`src/ssh_pkg.sv`:
```
// Package for the spaced seed hit search core: widths, register codes,
// shared structs and the range-clamp helpers.
// No dependencies; every other file in src imports it.
package ssh_pkg;

  localparam int MaxSpan  = 16;
  localparam int SymW     = 2;
  localparam int LetterW  = 4;
  localparam int AgeW     = $clog2(MaxSpan);
  localparam int SpanW    = 5;
  localparam int CycW     = 7;
  localparam int ResW     = 6;
  localparam int PosW     = 16;
  localparam int CntW     = 16;
  localparam int CfgIdxW  = 3;
  localparam int CfgDataW = 64;
  localparam int MaxCycle = 64;

  typedef enum logic [CfgIdxW-1:0] {
    CfgMatchMatrix = 3'd0,
    CfgSeedLetters = 3'd1,
    CfgSeedSpan    = 3'd2,
    CfgCyclicEn    = 3'd3,
    CfgCycleSize   = 3'd4,
    CfgCycleMask   = 3'd5
  } cfg_idx_e;

  typedef struct packed {
    logic [63:0]      match_matrix;
    logic [63:0]      seed_letters;
    logic [SpanW-1:0] seed_span;
    logic             cyclic_enable;
    logic [CycW-1:0]  cycle_len;
    logic [63:0]      cycle_position_mask;
  } cfg_t;

  typedef logic [MaxSpan-1:0][SymW-1:0] win_t;

  // Window stage contents handed to the hit stage
  typedef struct packed {
    logic            valid;
    logic            last;
    win_t            win;
    logic [PosW-1:0] pos;
    logic [ResW-1:0] res;
  } win_stage_t;

  // Clamp the seed span into 1..MaxSpan
  function automatic logic [SpanW-1:0] eff_span(input logic [SpanW-1:0] s);
    logic [SpanW-1:0] r;
    r = s;
    if (s == '0) r = SpanW'(1);
    else if (s > SpanW'(MaxSpan)) r = SpanW'(MaxSpan);
    return r;
  endfunction

  // Clamp the cycle size into 1..MaxCycle
  function automatic logic [CycW-1:0] eff_cycle(input logic [CycW-1:0] c);
    logic [CycW-1:0] r;
    r = c;
    if (c == '0) r = CycW'(1);
    else if (c > CycW'(MaxCycle)) r = CycW'(MaxCycle);
    return r;
  endfunction

endpackage

```
`src/spaced_seed_hit_search_core.sv`:
```
// Spaced seed hit search core: top level.
// Instantiates ssh_cfg_regs, ssh_window and ssh_hit_accum; uses ssh_pkg.
//
// Usage:
//   Alignment symbols enter on the input channel (in_valid_i / in_stall_o),
//   one per transfer, with last_symbol_i marking the final symbol of an
//   alignment. Only the last symbol produces a result on the output channel
//   (out_valid_o / out_stall_i): hit flag, first hit start, hit count.
//   Configuration is written through cfg_we_i / cfg_idx_i / cfg_data_i while
//   no alignment is in flight.
// Throughput: one symbol per cycle while in_stall_o is low, set by the single
//   window stage feeding the parallel seed compare.
// Result path: the last symbol's transfer loads the window register, and the
//   result register loads from it when the hit stage advances past that symbol.
// Reset: configuration returns to its reset values, the window, position,
//   residue and accumulators clear, and no result is pending.
// Stall: a stalled result holds; symbols keep flowing until another last
//   symbol reaches the hit stage while the result register is still full,
//   then in_stall_o rises until the result is transferred.
module spaced_seed_hit_search_core (
  input  logic                         clk_i,
  input  logic                         rst_ni,
  input  logic                         cfg_we_i,
  input  logic [ssh_pkg::CfgIdxW-1:0]  cfg_idx_i,
  input  logic [ssh_pkg::CfgDataW-1:0] cfg_data_i,
  input  logic                         in_valid_i,
  output logic                         in_stall_o,
  input  logic [ssh_pkg::SymW-1:0]     align_symbol_i,
  input  logic                         last_symbol_i,
  output logic                         out_valid_o,
  input  logic                         out_stall_i,
  output logic                         hit_found_o,
  output logic [ssh_pkg::PosW-1:0]     first_hit_start_o,
  output logic [ssh_pkg::CntW-1:0]     hit_count_o
);
  import ssh_pkg::*;

  cfg_t       cfg;
  win_stage_t stage;
  logic       advance;

  ssh_cfg_regs u_cfg (
    .clk_i      (clk_i),
    .rst_ni     (rst_ni),
    .cfg_we_i   (cfg_we_i),
    .cfg_idx_i  (cfg_idx_i),
    .cfg_data_i (cfg_data_i),
    .cfg_o      (cfg)
  );

  ssh_window u_window (
    .clk_i          (clk_i),
    .rst_ni         (rst_ni),
    .cfg_i          (cfg),
    .in_valid_i     (in_valid_i),
    .in_stall_o     (in_stall_o),
    .align_symbol_i (align_symbol_i),
    .last_symbol_i  (last_symbol_i),
    .advance_i      (advance),
    .stage_o        (stage)
  );

  ssh_hit_accum u_hit (
    .clk_i             (clk_i),
    .rst_ni            (rst_ni),
    .cfg_i             (cfg),
    .stage_i           (stage),
    .advance_o         (advance),
    .out_valid_o       (out_valid_o),
    .out_stall_i       (out_stall_i),
    .hit_found_o       (hit_found_o),
    .first_hit_start_o (first_hit_start_o),
    .hit_count_o       (hit_count_o)
  );

endmodule

```
`src/ssh_cfg_regs.sv`:
```
// Configuration register file of the spaced seed hit search core.
// Depends on ssh_pkg for register codes and the cfg_t struct.
module ssh_cfg_regs (
  input  logic                             clk_i,
  input  logic                             rst_ni,
  input  logic                             cfg_we_i,
  input  logic [ssh_pkg::CfgIdxW-1:0]      cfg_idx_i,
  input  logic [ssh_pkg::CfgDataW-1:0]     cfg_data_i,
  output ssh_pkg::cfg_t                    cfg_o
);
  import ssh_pkg::*;

  cfg_t cfg_q;

  // Write the addressed register; drop writes to unknown indexes
  always_ff @(posedge clk_i or negedge rst_ni) begin
    if (!rst_ni) begin
      cfg_q.match_matrix        <= '0;
      cfg_q.seed_letters        <= '0;
      cfg_q.seed_span           <= SpanW'(1);
      cfg_q.cyclic_enable       <= 1'b0;
      cfg_q.cycle_len           <= CycW'(1);
      cfg_q.cycle_position_mask <= '0;
    end else if (cfg_we_i) begin
      case (cfg_idx_i)
        CfgMatchMatrix: cfg_q.match_matrix        <= cfg_data_i;
        CfgSeedLetters: cfg_q.seed_letters        <= cfg_data_i;
        CfgSeedSpan:    cfg_q.seed_span           <= cfg_data_i[SpanW-1:0];
        CfgCyclicEn:    cfg_q.cyclic_enable       <= cfg_data_i[0];
        CfgCycleSize:   cfg_q.cycle_len           <= cfg_data_i[CycW-1:0];
        CfgCycleMask:   cfg_q.cycle_position_mask <= cfg_data_i;
        default: ;
      endcase
    end
  end

  assign cfg_o = cfg_q;

endmodule

```
`src/ssh_window.sv`:
```
// Input stage: symbol window shift line, saturating position counter and
// end residue counter. Depends on ssh_pkg.
module ssh_window (
  input  logic                        clk_i,
  input  logic                        rst_ni,
  input  ssh_pkg::cfg_t               cfg_i,
  input  logic                        in_valid_i,
  output logic                        in_stall_o,
  input  logic [ssh_pkg::SymW-1:0]    align_symbol_i,
  input  logic                        last_symbol_i,
  input  logic                        advance_i,
  output ssh_pkg::win_stage_t         stage_o
);
  import ssh_pkg::*;

  logic            valid_q, valid_d;
  logic            last_q;
  logic            restart_q;
  win_t            win_q, win_d, win_base;
  logic [PosW-1:0] pos_q, pos_d, pos_base;
  logic [ResW-1:0] res_q, res_d, res_base;
  logic [CycW-1:0] res_inc;
  logic [CycW-1:0] cyc;
  logic            in_xfer;

  assign in_stall_o = valid_q && !advance_i;
  assign in_xfer    = in_valid_i && !in_stall_o;
  assign cyc        = eff_cycle(cfg_i.cycle_len);

  // Start from a cleared stream after a last symbol
  always_comb begin
    win_base = restart_q ? '0 : win_q;
    pos_base = restart_q ? '0 : pos_q;
    res_base = restart_q ? '0 : res_q;
    win_d    = {win_base[MaxSpan-2:0], align_symbol_i};
    pos_d    = (pos_base == '1) ? pos_base : pos_base + PosW'(1);
    res_inc  = CycW'(res_base) + CycW'(1);
    res_d    = (res_inc >= cyc) ? '0 : res_inc[ResW-1:0];
    valid_d  = in_xfer ? 1'b1 : (advance_i ? 1'b0 : valid_q);
  end

  // Load a transfer into the stage registers
  always_ff @(posedge clk_i or negedge rst_ni) begin
    if (!rst_ni) begin
      valid_q   <= 1'b0;
      last_q    <= 1'b0;
      restart_q <= 1'b0;
      win_q     <= '0;
      pos_q     <= '0;
      res_q     <= '0;
    end else begin
      valid_q <= valid_d;
      if (in_xfer) begin
        last_q    <= last_symbol_i;
        restart_q <= last_symbol_i;
        win_q     <= win_d;
        pos_q     <= pos_d;
        res_q     <= res_d;
      end
    end
  end

  assign stage_o.valid = valid_q;
  assign stage_o.last  = last_q;
  assign stage_o.win   = win_q;
  assign stage_o.pos   = pos_q;
  assign stage_o.res   = res_q;

  // A last symbol always enters the stage flagged as last
  assert property (@(posedge clk_i) disable iff (!rst_ni)
    (in_xfer && last_symbol_i) |=> (valid_q && last_q && restart_q))
    else $error("last symbol not captured");

endmodule

```
`src/ssh_hit_accum.sv`:
```
// Hit stage: seed compare against the window, hit accumulators and the
// result register. Depends on ssh_pkg.
module ssh_hit_accum (
  input  logic                        clk_i,
  input  logic                        rst_ni,
  input  ssh_pkg::cfg_t               cfg_i,
  input  ssh_pkg::win_stage_t         stage_i,
  output logic                        advance_o,
  output logic                        out_valid_o,
  input  logic                        out_stall_i,
  output logic                        hit_found_o,
  output logic [ssh_pkg::PosW-1:0]    first_hit_start_o,
  output logic [ssh_pkg::CntW-1:0]    hit_count_o
);
  import ssh_pkg::*;

  logic [SpanW-1:0]   span;
  logic [MaxSpan-1:0] letter_ok;
  logic               win_match;
  logic               allowed;
  logic               hit;
  logic               out_load;

  logic               found_q, found_d;
  logic [PosW-1:0]    first_q, first_d;
  logic [CntW-1:0]    cnt_q, cnt_d;

  logic               out_valid_q;
  logic               out_found_q;
  logic [PosW-1:0]    out_first_q;
  logic [CntW-1:0]    out_cnt_q;

  assign span = eff_span(cfg_i.seed_span);

  // Check each seed letter against the symbol of its age in the window
  always_comb begin
    logic [SpanW-1:0]   age;
    logic [LetterW-1:0] letter;
    logic [SymW-1:0]    sym;
    for (int i = 0; i < MaxSpan; i++) begin
      age          = span - SpanW'(i) - SpanW'(1);
      letter       = cfg_i.seed_letters[i*LetterW +: LetterW];
      sym          = stage_i.win[age[AgeW-1:0]];
      letter_ok[i] = (SpanW'(i) >= span) || cfg_i.match_matrix[{sym, letter}];
    end
  end

  assign win_match = &letter_ok;
  assign allowed   = !cfg_i.cyclic_enable || cfg_i.cycle_position_mask[stage_i.res];
  assign hit       = (stage_i.pos >= PosW'(span)) && allowed && win_match;

  // Advance a valid stage unless a last symbol waits on a full, stalled result register
  assign advance_o = stage_i.valid &&
                     (!stage_i.last || !out_valid_q || !out_stall_i);
  assign out_load  = advance_o && stage_i.last;

  // Update found flag, first start and saturating count
  always_comb begin
    found_d = found_q | hit;
    first_d = (hit && !found_q) ? stage_i.pos - PosW'(span) : first_q;
    cnt_d   = (hit && cnt_q != '1) ? cnt_q + CntW'(1) : cnt_q;
  end

  always_ff @(posedge clk_i or negedge rst_ni) begin
    if (!rst_ni) begin
      found_q <= 1'b0;
      first_q <= '0;
      cnt_q   <= '0;
    end else if (advance_o) begin
      if (stage_i.last) begin
        found_q <= 1'b0;
        first_q <= '0;
        cnt_q   <= '0;
      end else begin
        found_q <= found_d;
        first_q <= first_d;
        cnt_q   <= cnt_d;
      end
    end
  end

  // Hold the result until it is transferred
  always_ff @(posedge clk_i or negedge rst_ni) begin
    if (!rst_ni) begin
      out_valid_q <= 1'b0;
    end else if (out_load) begin
      out_valid_q <= 1'b1;
    end else if (!out_stall_i) begin
      out_valid_q <= 1'b0;
    end
  end

  always_ff @(posedge clk_i) begin
    if (out_load) begin
      out_found_q <= found_d;
      out_first_q <= first_d;
      out_cnt_q   <= cnt_d;
    end
  end

  assign out_valid_o       = out_valid_q;
  assign hit_found_o       = out_found_q;
  assign first_hit_start_o = out_first_q;
  assign hit_count_o       = out_cnt_q;

  // A nonzero count implies a first hit was recorded
  assert property (@(posedge clk_i) disable iff (!rst_ni)
    !found_q |-> (cnt_q == '0))
    else $error("hit count without found flag");

  // Accumulators are cleared after a result is taken in
  assert property (@(posedge clk_i) disable iff (!rst_ni)
    out_load |=> (!found_q && cnt_q == '0 && first_q == '0))
    else $error("accumulators not cleared after result");

  // A result loads only from a last symbol
  assert property (@(posedge clk_i) disable iff (!rst_ni)
    out_load |-> (stage_i.valid && stage_i.last))
    else $error("result loaded without last symbol");

endmodule
```
`config.mk`:
```
export PLATFORM = sky130hd
export DESIGN_NAME = spaced_seed_hit_search_core
export DESIGN_NICKNAME = d
export VERILOG_FILES = /design/src/ssh_pkg.sv /design/src/spaced_seed_hit_search_core.sv /design/src/ssh_cfg_regs.sv /design/src/ssh_window.sv /design/src/ssh_hit_accum.sv
export SDC_FILE = /design/constraint.sdc
export NUM_CORES = 1
export LEC_CHECK = 0
export BUFFER_PORTS_ARGS = -buffer_cell sky130_fd_sc_hd__buf_2
export CAP_MARGIN = 20
export CORE_MARGIN = 8
export CORE_UTILIZATION = 30
export CTS_CLUSTER_DIAMETER = 150
export DETAILED_ROUTE_END_ITERATION = 10
export SYNTH_ARGS = -nofsm -noshare
export SYNTH_HDL_FRONTEND = slang
export SYNTH_SLANG_ARGS = --single-unit
```
`constraint.sdc`:
```
create_clock -name clk_i -period 5.6 [get_ports clk_i]
set_input_delay 0.28 -clock clk_i [delete_from_list [all_inputs] [get_ports clk_i]]
set_output_delay 0.28 -clock clk_i [all_outputs]
set_load 0.02 [all_outputs]
```
==> flow_summary.rst <==
.. list-table::
   :header-rows: 1

   * - Metric
     - Value
   * - Reported max-cap violation count
     - 0
   * - Leading register cell type out of synthesis
     - sky130_fd_sc_hd__dfrtp_1
   * - WS Path Type
     - flip-flop to flip-flop
   * - Area inside the core boundary
     - 84700 µm²
   * - Number of search-and-repair iterations in the first detailed-routing pass
     - 5
   * - Worst-path cell chain
     - nand2b_1, buf_4, ha_1, o221ai_1, o311a_1, or3_1, nand2_1, mux4_2, nand4b_1, nand4b_1, nor4_4, buf_4, nand2_1, or4_1, o311ai_0
   * - X dimension of the die
     - 308 µm
   * - Total standard cell area after synthesis
     - 25500 µm²
   * - Crit end category
     - flip-flop
   * - Area growth syn-to-layout
     - 12.1%
   * - Pleak
     - 10.9 nW
   * - Flops & latches, synth
     - 328
   * - Post-route DRC
     - 0
   * - Number of fill cells
     - 8204
   * - Number of placement rows
     - 107
   * - Number of enable flip-flop cells after synthesis
     - 33
   * - Fraction of the yosys area taken by sequential cells
     - 32.8%
   * - First-pass GRT wire length
     - approximately 130 mm
   * - Final Routed Wirelength
     - 86.2 mm
   * - Fraction of final layout cells sized beyond drive strength 1
     - 41.2%
   * - Outcome
     - finished, violations left
   * - Async set-or-reset flop fraction in the synthesized netlist
     - ~90%
   * - Setup repair after global routing missed its margin
     - no
   * - Num Clock Sinks
     - 328
   * - Peak supply drop
     - 0.000209 V
   * - Power per Cell Area
     - approximately 400 nW/µm²
   * - I/O pins
     - 110
   * - Maximum fanout count along the critical path
     - 24
   * - Effective utilization at floorplan
     - 30.1%
   * - Via count
     - 19220
   * - Cell type with the largest total area after synthesis
     - sky130_fd_sc_hd__mux4_2
   * - Synthesized net count
     - 2094
   * - Slowest cell on the critical path
     - sky130_fd_sc_hd__dfrtp_1
   * - NumNets Final
     - 2091
   * - Average wire per standard cell
     - 27.2 µm
   * - Y dimension of the die
     - 308 µm
   * - CTS Buffer Depth
     - 3
   * - Setup clock skew after layout
     - 0.0195 ns
   * - Highest cell delay on the worst timing path
     - 0.58 ns
   * - FMAX
     - 189 MHz
   * - Distinct cell type count after synthesis
     - 88
   * - Maximum number of pins on one net before global-route repair
     - 155
   * - Clock buffer count from CTS
     - 35
   * - Number of warnings printed during yosys synthesis
     - 0
   * - Share of Yosys cell area claimed by the top area cell type
     - between 30% and 40%
   * - Full die area
     - 94700 µm²
   * - Global router's overall resource usage
     - 17.7%
   * - Synth area leaders
     - sky130_fd_sc_hd__mux4_2, sky130_fd_sc_hd__dfrtp_1, sky130_fd_sc_hd__mux2_2
   * - Antenna violations before repair
     - 11
   * - Filler-free cell count of the finished design
     - 3165
   * - Worst min path class
     - input pin to flip-flop
   * - Per-cell via count in the routed design
     - 6.07
   * - Count of buffer and inverter cells on the critical path
     - 2
   * - Data required time at the worst endpoint
     - 6.03 ns
   * - Final setup slack of the worst path
     - 0.311 ns
   * - Cell at the root of the clock tree
     - sky130_fd_sc_hd__clkbuf_16
   * - Register clock-pin slew on the reported worst setup and hold paths
     - around 0.070 ns
   * - Setup crit start kind
     - flip-flop
   * - Final Max Tran Viols
     - 0
   * - Via count of the first global-routing pass
     - 19069
   * - Measured slew at the worst slew-check pin
     - 1.02 ns
   * - Synthesized instance count
     - 1994
   * - Clock tree from TritonCTS
     - yes
   * - Initial DRC count
     - 1791
   * - Failing checks
     - hold timing
   * - Count of final hold-check violations
     - 1
   * - Share of the clock period used by the worst path after layout
     - a little over nine tenths
   * - Final ANT Viol Nets
     - 0
   * - Arrival time at the worst endpoint
     - about 5.7 ns
   * - Syn avg cell area
     - 12.8 µm²
   * - Port bufs
     - 109
   * - Total Negative Setup Slacks
     - 0 ns
   * - Worst-Skew Late Latency
     - 0.57 ns
   * - Post-CTS setup buffer count
     - 0
   * - Headroom to the max-slew limit
     - around 32%
   * - Routability Congestion
     - 0.931
   * - H-tree depth reported by CTS
     - 2
   * - Count of placed standard cells including taps
     - 3060
   * - Worst slack, placed
     - 0.371 ns
   * - Residual overflow from global routing
     - 0
   * - Sum of net half-perimeters after detailed placement
     - 60.3 mm
   * - Final critical path time including I/O delays and setup
     - 5.29 ns
   * - CP top delay family
     - simple AND/OR/NAND/NOR gates
   * - Tightest hold margin
     - -0.00435 ns
   * - Number of failing setup endpoints in the final timing report
     - 0
[placed cells by master, fill, tap and decap left out, drive strengths merged, types with 11 or more instances in the layout]
| cell type | Yosys | final |
|---|---|---|
| mux2i | 111 | 111 |
| xnor2 | 21 | 21 |
| or3 | 15 | 15 |
| mux2 | 245 | 245 |
| buf | 66 | 160 |
| nand3 | 61 | 61 |
| nor2 | 60 | 60 |
| inv | 30 | 32 |
| xor2 | 23 | 23 |
| nor2b | 27 | 27 |
| nand2 | 157 | 157 |
| o21ai | 34 | 34 |
| nand2b | 11 | 11 |
| clkinv | 3 | 12 |
| a211oi | 21 | 21 |
| dlygate4sd3 | 0 | 35 |
| a32o | 16 | 16 |
| mux4 | 349 | 349 |
| nor3 | 17 | 17 |
| a21oi | 43 | 43 |
| ha | 24 | 24 |
| o211ai | 12 | 12 |
| dfrtp | 293 | 293 |
| edfxtp | 33 | 33 |
| clkbuf | 169 | 45 |
[synthesized netlist by cell type, drive strengths merged (4+ instances only)]
cell and number:
a2111o 4, a2111oi 4, a211oi 21, a21boi 4
a21o 7, a21oi 43, a221oi 5, a22o 8
a31oi 8, a32o 16, and2 5, and3 8
buf 66, clkbuf 169, dfrtp 293, edfxtp 33
ha 24, inv 30, mux2 245, mux2i 111
mux4 349, nand2 157, nand2b 11, nand3 61
nand4 8, nand4b 7, nor2 60, nor2b 27
nor3 17, nor3b 5, nor4 7, o2111ai 5
o211ai 12, o21ai 34, o221ai 8, o311ai 5
o32ai 5, o41ai 5, or3 15, xnor2 21
xor2 23
[report_power, final]
group / internal (mW) / switching, mW / total, mW
Combinational: 2.77 / 2.08 / 4.85
Sequential: 2.78 / 1.36 / 4.14
Clock: 1.49 / 1.03 / 2.51
[path summary, 6_finish.rpt]
path                                                     to  depth (start not counted)                    startpoint  slack (ns)
setup / recovery                 u_hit.cnt_q[3]$_DFFE_PN0P_                         15   u_cfg.cfg_o[76]$_DFFE_PN0P_        0.31
hold / removal             u_window.stage_o[22]$_DFFE_PN0P_                          2             align_symbol_i[0]      -0.004
setup reg to reg                 u_hit.cnt_q[3]$_DFFE_PN0P_                         15   u_cfg.cfg_o[76]$_DFFE_PN0P_        0.31
hold reg to reg                u_hit.first_q[5]$_DFFE_PN0P_                          1  u_hit.first_q[5]$_DFFE_PN0P_        0.49
max in group asynchronous      u_cfg.cfg_o[167]$_DFFE_PN0P_                          3                        rst_ni        3.97
min in group asynchronous     u_hit.first_q[11]$_DFFE_PN0P_                          2                        rst_ni        0.32
[what timing repair did]
item                                    CTS  global route
hold endpoints to repair                171             0
hold buffers                             35             0
gates resized for setup                   0             1
endpoints found under the setup margin    0            16
[layout make-up]
type	count	area (µm²)	share of cell area [%]
repair buffers	195	1360	4.76
inverters	33	126	0.442
flip-flops and latches	328	8380	29.3
multi-input cells	1398	16100	56.2
clock buffers	45	985	3.44
clock inverters	18	250	0.875
well taps	1144	1430	5.00
diodes	4	10.0	0.0350
[sequential cells by signal (all words and copies together), names as in the netlist]
signal / count
u_cfg.cfg_o: 205
u_window.stage_o: 32
u_hit.cnt_q: 16
u_hit.first_hit_start_o: 16
u_hit.first_q: 16
u_hit.hit_count_o: 16
u_window.pos_q: 16
u_window.res_q: 6
u_hit.found_q: 1
u_hit.hit_found_o: 1
u_hit.out_valid_o: 1
u_window.last_q: 1
u_window.valid_q: 1
[per-stage QoR]
step	power [mW]	utilization, %	cell area, µm²
global route	12.0	33.7	28600
detailed placement	8.86	31.8	26900
global placement	8.73	31.8	26900
floorplan	7.24	-	25500
finish	11.5	33.8	28600
CTS	11.4	33.6	28500
[cell families after synthesis]
| family | count (synthesis) | synth area share (%) |
|---|---|---|
| buffers and inverters | 268 | 4.28 |
| AND/OR/NAND/NOR | 397 | 7.55 |
| XOR/XNOR | 44 | 1.51 |
| multiplexers | 705 | 46.0 |
| flip-flops | 328 | 32.8 |
| AO/OA/AOI/OAI | 226 | 6.54 |
| adder cells (fa/ha/maj) | 26 | 1.29 |
[metal layers]
metal  track usage, %  vias up  routed length (µm)
met5            0.775        -                 155
met4             6.51       10                3720
met3             5.00      208                9620
met2             27.5     1197               39300
met1             23.5     9928               33500
li1                 -     7877                   -
Power figures use the tool's default switching activity.
